$ cat src/hw/rtl/iir3mc_ram.sv
// generic single-port-write, single-port-read ram with registered read data
module iir3mc_ram #(
  parameter int WIDTH = 144,
  parameter int DEPTH = 8
) (
  input  logic                                     clk,
  input  logic                                     we,
  input  logic [(DEPTH > 1 ? $clog2(DEPTH) : 1)-1:0] waddr,
  input  logic [WIDTH-1:0]                         wdata,
  input  logic                                     re,
  input  logic [(DEPTH > 1 ? $clog2(DEPTH) : 1)-1:0] raddr,
  output logic [WIDTH-1:0]                         rdata
);

  logic [WIDTH-1:0] mem [DEPTH];

  // write port
  always_ff @(posedge clk) begin
    if (we) begin
      mem[waddr] <= wdata;
    end
  end

  // read port, data holds while re is low
  always_ff @(posedge clk) begin
    if (re) begin
      rdata <= mem[raddr];
    end
  end

endmodule

$ cat config.mk
export PLATFORM = sky130hd
export DESIGN_NAME = iir3mc_ram
export DESIGN_NICKNAME = d
export VERILOG_FILES = /design/src/hw/rtl/iir3mc_ram.sv
export SDC_FILE = /design/constraint.sdc
export NUM_CORES = 1
export LEC_CHECK = 0
export BUFFER_PORTS_ARGS = -buffer_cell sky130_fd_sc_hd__buf_2
export CELL_PAD_IN_SITES_DETAIL_PLACEMENT = 0
export CELL_PAD_IN_SITES_GLOBAL_PLACEMENT = 2
export CORE_MARGIN = 2
export CORE_UTILIZATION = 30
export DETAILED_ROUTE_END_ITERATION = 10
export GPL_ROUTABILITY_DRIVEN = 0
export PLACE_DENSITY = 0.59
export SETUP_SLACK_MARGIN = 0.2
export SKIP_LAST_GASP = 1
export SLEW_MARGIN = 10
export SYNTH_ARGS = -nofsm -noshare
export SYNTH_HDL_FRONTEND = slang
export SYNTH_SLANG_ARGS = --single-unit
$ cat constraint.sdc
create_clock -name clk -period 16.2 [get_ports clk]
set_clock_uncertainty 0.05 [all_clocks]
set_input_delay 3.24 -clock clk [delete_from_list [all_inputs] [get_ports clk]]
set_output_delay 3.24 -clock clk [all_outputs]
set_load 0.005 [all_outputs]
==> results of run 1 <==
==> worst max-delay path, cell delays in order <==
cell	delay (ns)
sky130_fd_sc_hd__buf_8	0.67
sky130_fd_sc_hd__buf_4	0.82
sky130_fd_sc_hd__buf_4	0.89
sky130_fd_sc_hd__mux4_2	0.42
sky130_fd_sc_hd__mux2_2	0.28
==> flip-flops by register name, indices dropped and copies added (netlist names) <==
signal,flops
rdata,144
mem,1152
==> layout by cell type, fill, tap and decap left out <==
cell and n:
sky130_fd_sc_hd__diode_2 6, sky130_fd_sc_hd__clkinvlp_4 3, sky130_fd_sc_hd__clkinv_1 35, sky130_fd_sc_hd__clkinv_16 1
sky130_fd_sc_hd__clkinv_2 18, sky130_fd_sc_hd__buf_4 20, sky130_fd_sc_hd__clkbuf_1 30, sky130_fd_sc_hd__edfxtp_1 1296
sky130_fd_sc_hd__nor2_4 6, sky130_fd_sc_hd__nand2_1 2, sky130_fd_sc_hd__mux2_2 144, sky130_fd_sc_hd__buf_8 2
sky130_fd_sc_hd__clkbuf_16 147, sky130_fd_sc_hd__mux4_2 288, sky130_fd_sc_hd__inv_6 4, sky130_fd_sc_hd__inv_8 1
sky130_fd_sc_hd__clkinv_8 3, sky130_fd_sc_hd__clkbuf_8 2, sky130_fd_sc_hd__nand2b_1 3, sky130_fd_sc_hd__inv_16 3
sky130_fd_sc_hd__nor3_2 2, sky130_fd_sc_hd__clkinv_4 1, sky130_fd_sc_hd__buf_12 9, sky130_fd_sc_hd__bufinv_16 6
sky130_fd_sc_hd__buf_2 292
==> worst paths after layout <==
check / depth (start not counted) / to / start
max: 5 / rdata[108]$_DFFE_PP_ / raddr[2]
min reg2reg: 2 / rdata[104]$_DFFE_PP_ / mem[2][104]$_DFFE_PP_
min: 2 / rdata[104]$_DFFE_PP_ / mem[2][104]$_DFFE_PP_
max reg2reg: 2 / rdata[69]$_DFFE_PP_ / mem[4][69]$_DFFE_PP_
==> stage by stage <==
| stage | setup slack, ns | hold slack [ns] | cell area [um^2] | utilization |
|---|---|---|---|---|
| finish | 10.07 | 0.695 | 56000 | 0.354 |
| global route | 9.94 | 0.719 | 56000 | 0.354 |
| CTS | 10.04 | 0.696 | 56000 | 0.354 |
| detailed placement | 9.20 | 0.693 | 51600 | 0.326 |
| global placement | 9.28 | 0.688 | 51600 | 0.326 |
| floorplan | 2.16 | 0.682 | 47600 | - |
==> layout make-up <==
class	instances	area (um^2)
multi-input combinational	445	8220
fill	14300	102000
timing repair buffer	325	1850
sequential	1296	38900
antenna	6	15.0
tap	2072	2590
clock buffer	177	3790
clock inverter	75	618
==> routing by layer <==
metal / share of wire / vias to the layer above / global-route usage
met2: 0.50 / 466 / 0.227
met5: 0.0031 / - / 0
met3: 0.064 / 230 / 0.0422
met1: 0.41 / 10900 / 0.165
li1: - / 8663 / -
met4: 0.023 / 54 / 0.0410
==> power by group <==
group	switching, mW	total (mW)	internal (mW)
combinational	0.189	0.350	0.160
clock	1.29	3.06	1.76
sequential	0.0359	3.87	3.83
total	1.52	7.28	5.76
==> kinds of logic (layout without fill, tap and decap cells) <==
group,count (synthesis),count (layout)
DFF,1296,1296
muxes,432,432
buffers and inverters,80,577
and+or+nand+nor,13,13
other,0,6
==> results by group, run 1 <==
Drt
  • Total detailed-routing wirelength: around 110,000 um
  • Vias after detailed routing: between 20,000 and 25,000
  • Antenna Violating Nets Remaining: 0
  • Number of DRC markers after the initial detailed-route iteration: approximately 1,400
  • Number of iterations in the first detailed-routing pass: 5
  • Residual DRC: 0
  • DR WL/cell: 24.7 um
  • Vias per cell: 4.63

Logic synthesis
  • Share of the synthesized area in the top cell type: 0.817
  • Cell types with the largest area share after synthesis: sky130_fd_sc_hd__edfxtp_1, sky130_fd_sc_hd__mux4_2, sky130_fd_sc_hd__mux2_2
  • Basic-gate share of the synthesized area counting and, or, nand and nor cells: 0.00124
  • Combinational family with the most area after synthesis: multiplexers
  • Per-instance average area after synthesis: 26.1 um^2
  • Proportion of synthesized flip-flops having asynchronous set or reset: 0
  • Post-synthesis share of cell area spent on xor and xnor gates: 0
  • Library cells used by synthesis: 11
  • Mapped Nets: roughly 2,000
  • Mapped Cells: approximately 1,800
  • Ys Warns: 0
  • Sequential element share of the synthesized area: 0.817
  • Yosys top cell by area: sky130_fd_sc_hd__edfxtp_1
  • Leading cell type by number of instances after synthesis: sky130_fd_sc_hd__edfxtp_1
  • Compound-Gate Fraction of Synth Area: 0
  • Flip-flop and latch count after synthesis: roughly 1,300
  • Synth top cells by count: sky130_fd_sc_hd__edfxtp_1, sky130_fd_sc_hd__mux4_2, sky130_fd_sc_hd__mux2_2
  • Post-synth EDFFs: about 1,300
  • Post-Synth Adder-Cell Area: 0
  • Most instantiated flip-flop cell in the synthesis netlist: sky130_fd_sc_hd__edfxtp_1
  • Mux cell area share after synthesis: 0.170
  • Mapped cell area: about 0.048 mm^2

Power and ir drop
  • Power density over cell area: between 100 and 150 mW/mm^2
  • Worst vdd ir: about 0.0001 V
  • Total power: 7.28 mW
  • Standby leakage power: roughly 18 nW

Global route
  • Number of antenna violations at the first check in global routing: 42
  • First-pass GRT wire length: around 160,000 um
  • Gr usage total: 0.135
  • Aggregate global routing overflow: 0
  • Largest net degree at the start of global routing: between 100 and 150
  • Via count of the first global-routing pass: between 20,000 and 25,000

Run
  • Max-cap viol count: 0

Clock tree
  • Post-CTS setup-driven buffer insertion count: 0
  • CTS buffer count: 143
  • CTS clk-pin slew, worst paths: roughly 0.060 ns
  • Latest clock arrival within the worst-skew pair: between 0.7 and 0.8 ns
  • CTS H-Tree Depth: 4
  • Number of clock sinks seen by CTS: around 1,300
  • Post-cts resize count: 0
  • CTS max path bufs: 3
  • CTS tree: built
  • Hold bufs inserted after CTS: 0
  • Root buffer cell: sky130_fd_sc_hd__clkbuf_16

Die
  • Die Y: just over 400 um
  • Die width: between 400 and 500 um
  • Die outline area: 0.162 mm^2
  • Core area: about 0.16 mm^2
  • Count of standard-cell rows: between 100 and 150
  • Initial core utilization: 0.301
  • Total I/O pin count: 297

STA
  • Shortest period the worst path allows: roughly 6.1 ns
  • Final critical-path share of the clock period: 0.378
  • Upper clock frequency limit: between 150 and 200 MHz
  • Setup repair after global routing missed its margin: no
  • Headroom to the max-slew limit: 0.194
  • Max-slew violation total from the final report: 0
  • Sum of negative setup slack: 0 ns
  • Final number of hold-violating endpoints: 0
  • Tightest Pin Transition: ~1.2 ns
  • Total of endpoints with negative setup slack in the final report: 0

Critical path
  • Class of the most critical setup path: in2reg
  • Highest net fanout along the worst path: roughly 120
  • Req. time, crit path: roughly 17 ns
  • Kind of launch point of the worst setup path: input pin
  • Data arrival, critical path: ~6.6 ns
  • Setup crit end kind: register
  • Reg-to-reg slack, setup: roughly 15 ns

Final layout
  • Final net count: around 2,400
  • Area added between synthesis and finish: 17.6%
  • Share of post-route cells with drive strength above 1: 0.411
  • Final std cells w/o fill: between 4,000 and 5,000

Placement
  • Count of buffers inserted at the top-level ports: 296
  • Post-detail-place hpwl: around 54,000 um
  • Placed instance count: between 4,000 and 5,000

Hold path
  • Worst hold-check path type: reg2reg

Run status
  • Run status: finished clean
(Power assumes the default switching activity.)
==> run 2: changes to the inputs <==
--- a/config.mk
+++ b/config.mk
@@ -12,7 +12,7 @@
 export CORE_UTILIZATION = 30
 export DETAILED_ROUTE_END_ITERATION = 10
 export GPL_ROUTABILITY_DRIVEN = 0
-export PLACE_DENSITY = 0.59
+export PLACE_DENSITY = 0.61
 export SETUP_SLACK_MARGIN = 0.2
 export SKIP_LAST_GASP = 1
 export SLEW_MARGIN = 10
==> constraint.sdc (replaced) <==
create_clock -name clk -period 5.2 [get_ports clk]
set_clock_uncertainty 0.05 [all_clocks]
set_input_delay 1.04 -clock clk [delete_from_list [all_inputs] [get_ports clk]]
set_output_delay 1.04 -clock clk [all_outputs]
set_load 0.005 [all_outputs]
==> results by group, run 2 (same netlist as run 1, synthesis figures left out) <==
Final layout
  • Most used cells in the layout excluding fill and tap cells: sky130_fd_sc_hd__edfxtp_1, sky130_fd_sc_hd__buf_2, sky130_fd_sc_hd__mux4_2 (unchanged)
  • Final net count: 2,398 (was 2,364)
  • Post-layout util: 0.359 (was 0.354)
  • Share of post-route cells with drive strength above 1: 0.423 (was 0.411)
  • Most flops, register: mem (unchanged)
  • Registers with the highest flip-flop counts: mem: 1152 flops, rdata: 144 flops (unchanged)
  • Area added between synthesis and finish: 19.0% (was 17.6%)
  • Most common cell after layout, fill and taps aside: sky130_fd_sc_hd__edfxtp_1 (unchanged)
  • Largest register FFs: 1,152 (unchanged)

Critical path
  • Data arrival, critical path: 3.08 ns (was 6.57 ns)
  • Highest net fanout along the worst path: 69 (was 116)
  • Class of the most critical setup path: in2reg (unchanged)
  • Kind of launch point of the worst setup path: input pin (unchanged)
  • R2R cell count: 2 (unchanged)
  • Endpoint of the most critical register-to-register path: rdata[90]$_DFFE_PP_ (was rdata[69]$_DFFE_PP_)
  • Startpoint of the worst-slack reg-to-reg timing path: mem[4][90]$_DFFE_PP_ (was mem[4][69]$_DFFE_PP_)
  • Sequence of cells on the critical path: buf_8 -> buf_12 -> mux4_2 -> mux2_2 (was buf_8 -> buf_4 -> buf_4 -> mux4_2 -> mux2_2)
  • Reg-to-reg slack, setup: 3.74 ns (was 14.69 ns)
  • Highest-delay cell along the critical path: sky130_fd_sc_hd__buf_8 (was sky130_fd_sc_hd__buf_4)
  • Buffering stage count on the worst path with inverters included: 2 (was 3)
  • Req. time, crit path: 5.68 ns (was 16.64 ns)
  • Cell family contributing the most delay on the critical path: buffers and inverters (unchanged)
  • Setup crit end kind: register (unchanged)
  • Stage delay of the slowest cell on the critical path: 0.63 ns (was 0.89 ns)

Hold path
  • Worst hold-check path type: in2reg (was reg2reg)
  • Hold Path End: mem[4][16]$_DFFE_PP_ (was rdata[104]$_DFFE_PP_)
  • Hold path start: wdata[16] (was mem[2][104]$_DFFE_PP_)
  • Count of cells along the worst hold path: 1 (was 2)

Drt
  • Residual DRC: 0 (unchanged)
  • DR WL/cell: 24.9 um (was 24.7 um)
  • Antenna Violating Nets Remaining: 0 (unchanged)
  • Vias after detailed routing: 20,700 (was 20,300)
  • Total detailed-routing wirelength: 110,000 um (was 109,000 um)
  • Number of DRC markers after the initial detailed-route iteration: 1,437 (was 1,363)
  • Vias per cell: 4.66 (was 4.63)
  • Number of iterations in the first detailed-routing pass: 5 (unchanged)

Power and ir drop
  • Switching Power: 4.89 mW (was 1.52 mW)
  • Switching portion of total power: 0.213 (was 0.209)
  • Comb power frac: 0.049 (was 0.048)
  • Total power: 23.0 mW (was 7.28 mW)
  • Standby leakage power: 18.1 nW (was 17.8 nW)
  • Internal power consumption: 18.1 mW (was 5.76 mW)
  • Power density over cell area: 405 mW/mm^2 (was 130 mW/mm^2)
  • Worst vdd ir: 0.000350 V (was 0.000102 V)
  • Clk pwr share: 0.426 (was 0.420)
  • Sequential fraction of design power: 0.525 (was 0.532)

STA
  • Upper clock frequency limit: ~390 MHz
  • Sum of negative setup slack: 0 ns (unchanged)
  • Final critical-path share of the clock period: 0.499
  • Max-slew violation total from the final report: 0 (unchanged)
  • Final number of hold-violating endpoints: 0 (unchanged)
  • Headroom to the max-slew limit: 0.271 (was 0.194)
  • Setup repair after global routing missed its margin: no (unchanged)
  • Shortest period the worst path allows: 2.60 ns
  • Tightest Pin Transition: 1.09 ns (was 1.21 ns)
  • Total of endpoints with negative setup slack in the final report: 0 (unchanged)

Die
  • Core area: 0.158 mm^2 (unchanged)
  • Die outline area: 0.162 mm^2 (unchanged)
  • Die width: 402 um (unchanged)
  • Total I/O pin count: 297 (unchanged)
  • Die Y: 402 um (unchanged)
  • Initial core utilization: 0.301 (unchanged)
  • Count of standard-cell rows: 146 (unchanged)

Placement
  • Count of buffers inserted at the top-level ports: 296 (unchanged)
  • Post-detail-place hpwl: 59,500 um (was 54,200 um)

Clock tree
  • Post-cts resize count: 0 (unchanged)
  • CTS clk-pin slew, worst paths: 0.06 ns (about the same)
  • CTS max path bufs: 3 (unchanged)
  • Hold bufs inserted after CTS: 0 (unchanged)
  • Post-CTS setup-driven buffer insertion count: 0 (unchanged)
  • Number of clock sinks seen by CTS: 1,296 (unchanged)
  • CTS buffer count: 145 (was 143)
  • CTS H-Tree Depth: 4 (unchanged)
  • Latest clock arrival within the worst-skew pair: 0.79 ns (was 0.77 ns)
  • CTS tree: built (unchanged)
  • Root buffer cell: sky130_fd_sc_hd__clkbuf_16 (unchanged)

Global route
  • Via count of the first global-routing pass: 22,400 (was 22,200)
  • Gr usage total: 0.137 (was 0.135)
  • Aggregate global routing overflow: 0 (unchanged)
  • Number of antenna violations at the first check in global routing: 36 (was 42)
  • Largest net degree at the start of global routing: 104 (was 117)
  • First-pass GRT wire length: 158,000 um (was 156,000 um)

Run
  • Max-cap viol count: 0 (unchanged)

Run status
  • Run status: finished clean (unchanged)
==> run 2: cell count changes in the layout (fill, tap and decap cells not counted), moves of 3 or more <==
cell | before | now
sky130_fd_sc_hd__buf_12 | 9 | 27
sky130_fd_sc_hd__buf_4 | 20 | 34
sky130_fd_sc_hd__clkbuf_1 | 30 | 27
sky130_fd_sc_hd__clkinv_1 | 35 | 32
sky130_fd_sc_hd__clkinv_16 | 1 | 4
sky130_fd_sc_hd__clkinvlp_4 | 3 | 6
sky130_fd_sc_hd__diode_2 | 6 | 9
==> run 2: worst max-delay path by stage <==
stage,startpoint,depth (start not counted),endpoint,slack (ns)
global route,raddr[0],4,rdata[10]$_DFFE_PP_,2.49
floorplan,waddr[1],2,mem[1][0]$_DFFE_PP_,-0.28
CTS,raddr[0],4,rdata[70]$_DFFE_PP_,2.60
detailed placement,raddr[0],4,rdata[70]$_DFFE_PP_,1.74
global placement,raddr[0],4,rdata[70]$_DFFE_PP_,1.71
finish,raddr[0],4,rdata[112]$_DFFE_PP_,2.60
==> run 2: cell type report <==
type / instances / area [um^2]
clock buffer: 175 / 3800
clock inverter: 81 / 764
tap: 2072 / 2590
fill: 14200 / 101000
antenna: 9 / 22.5
sequential: 1296 / 38900
multi-input combinational: 445 / 8260
timing repair buffer: 357 / 2310
==> run 2: through the flow <==
step	area, um^2	worst slack [ns]	hold slack [ns]	instances
finish	56700	2.60	0.475	4435
global route	56700	2.49	0.427	4429
CTS	56700	2.60	0.381	4426
detailed placement	52100	1.74	0.694	4170
global placement	52100	1.71	0.687	4169
floorplan	47700	-0.281	0.682	1821
==> run 2: power by group through the flow <==
| stage | logic [mW] | clock network [mW] | registers (mW) |
|---|---|---|---|
| global placement | 1.15 | 0 | 12.2 |
| global route | 1.24 | 10.5 | 12.1 |
| CTS | 1.18 | 10.1 | 12.1 |
| floorplan | 0.618 | 0 | 12.3 |
| finish | 1.14 | 9.78 | 12.0 |
| detailed placement | 1.17 | 0 | 12.3 |
==> run 2: metal layers <==
metal,wire (um),vias up,global-route usage
met5,270,-,0
met4,2550,42,0.0437
met3,8010,221,0.0442
met2,54800,541,0.229
met1,44800,11100,0.168
li1,-,8743,-
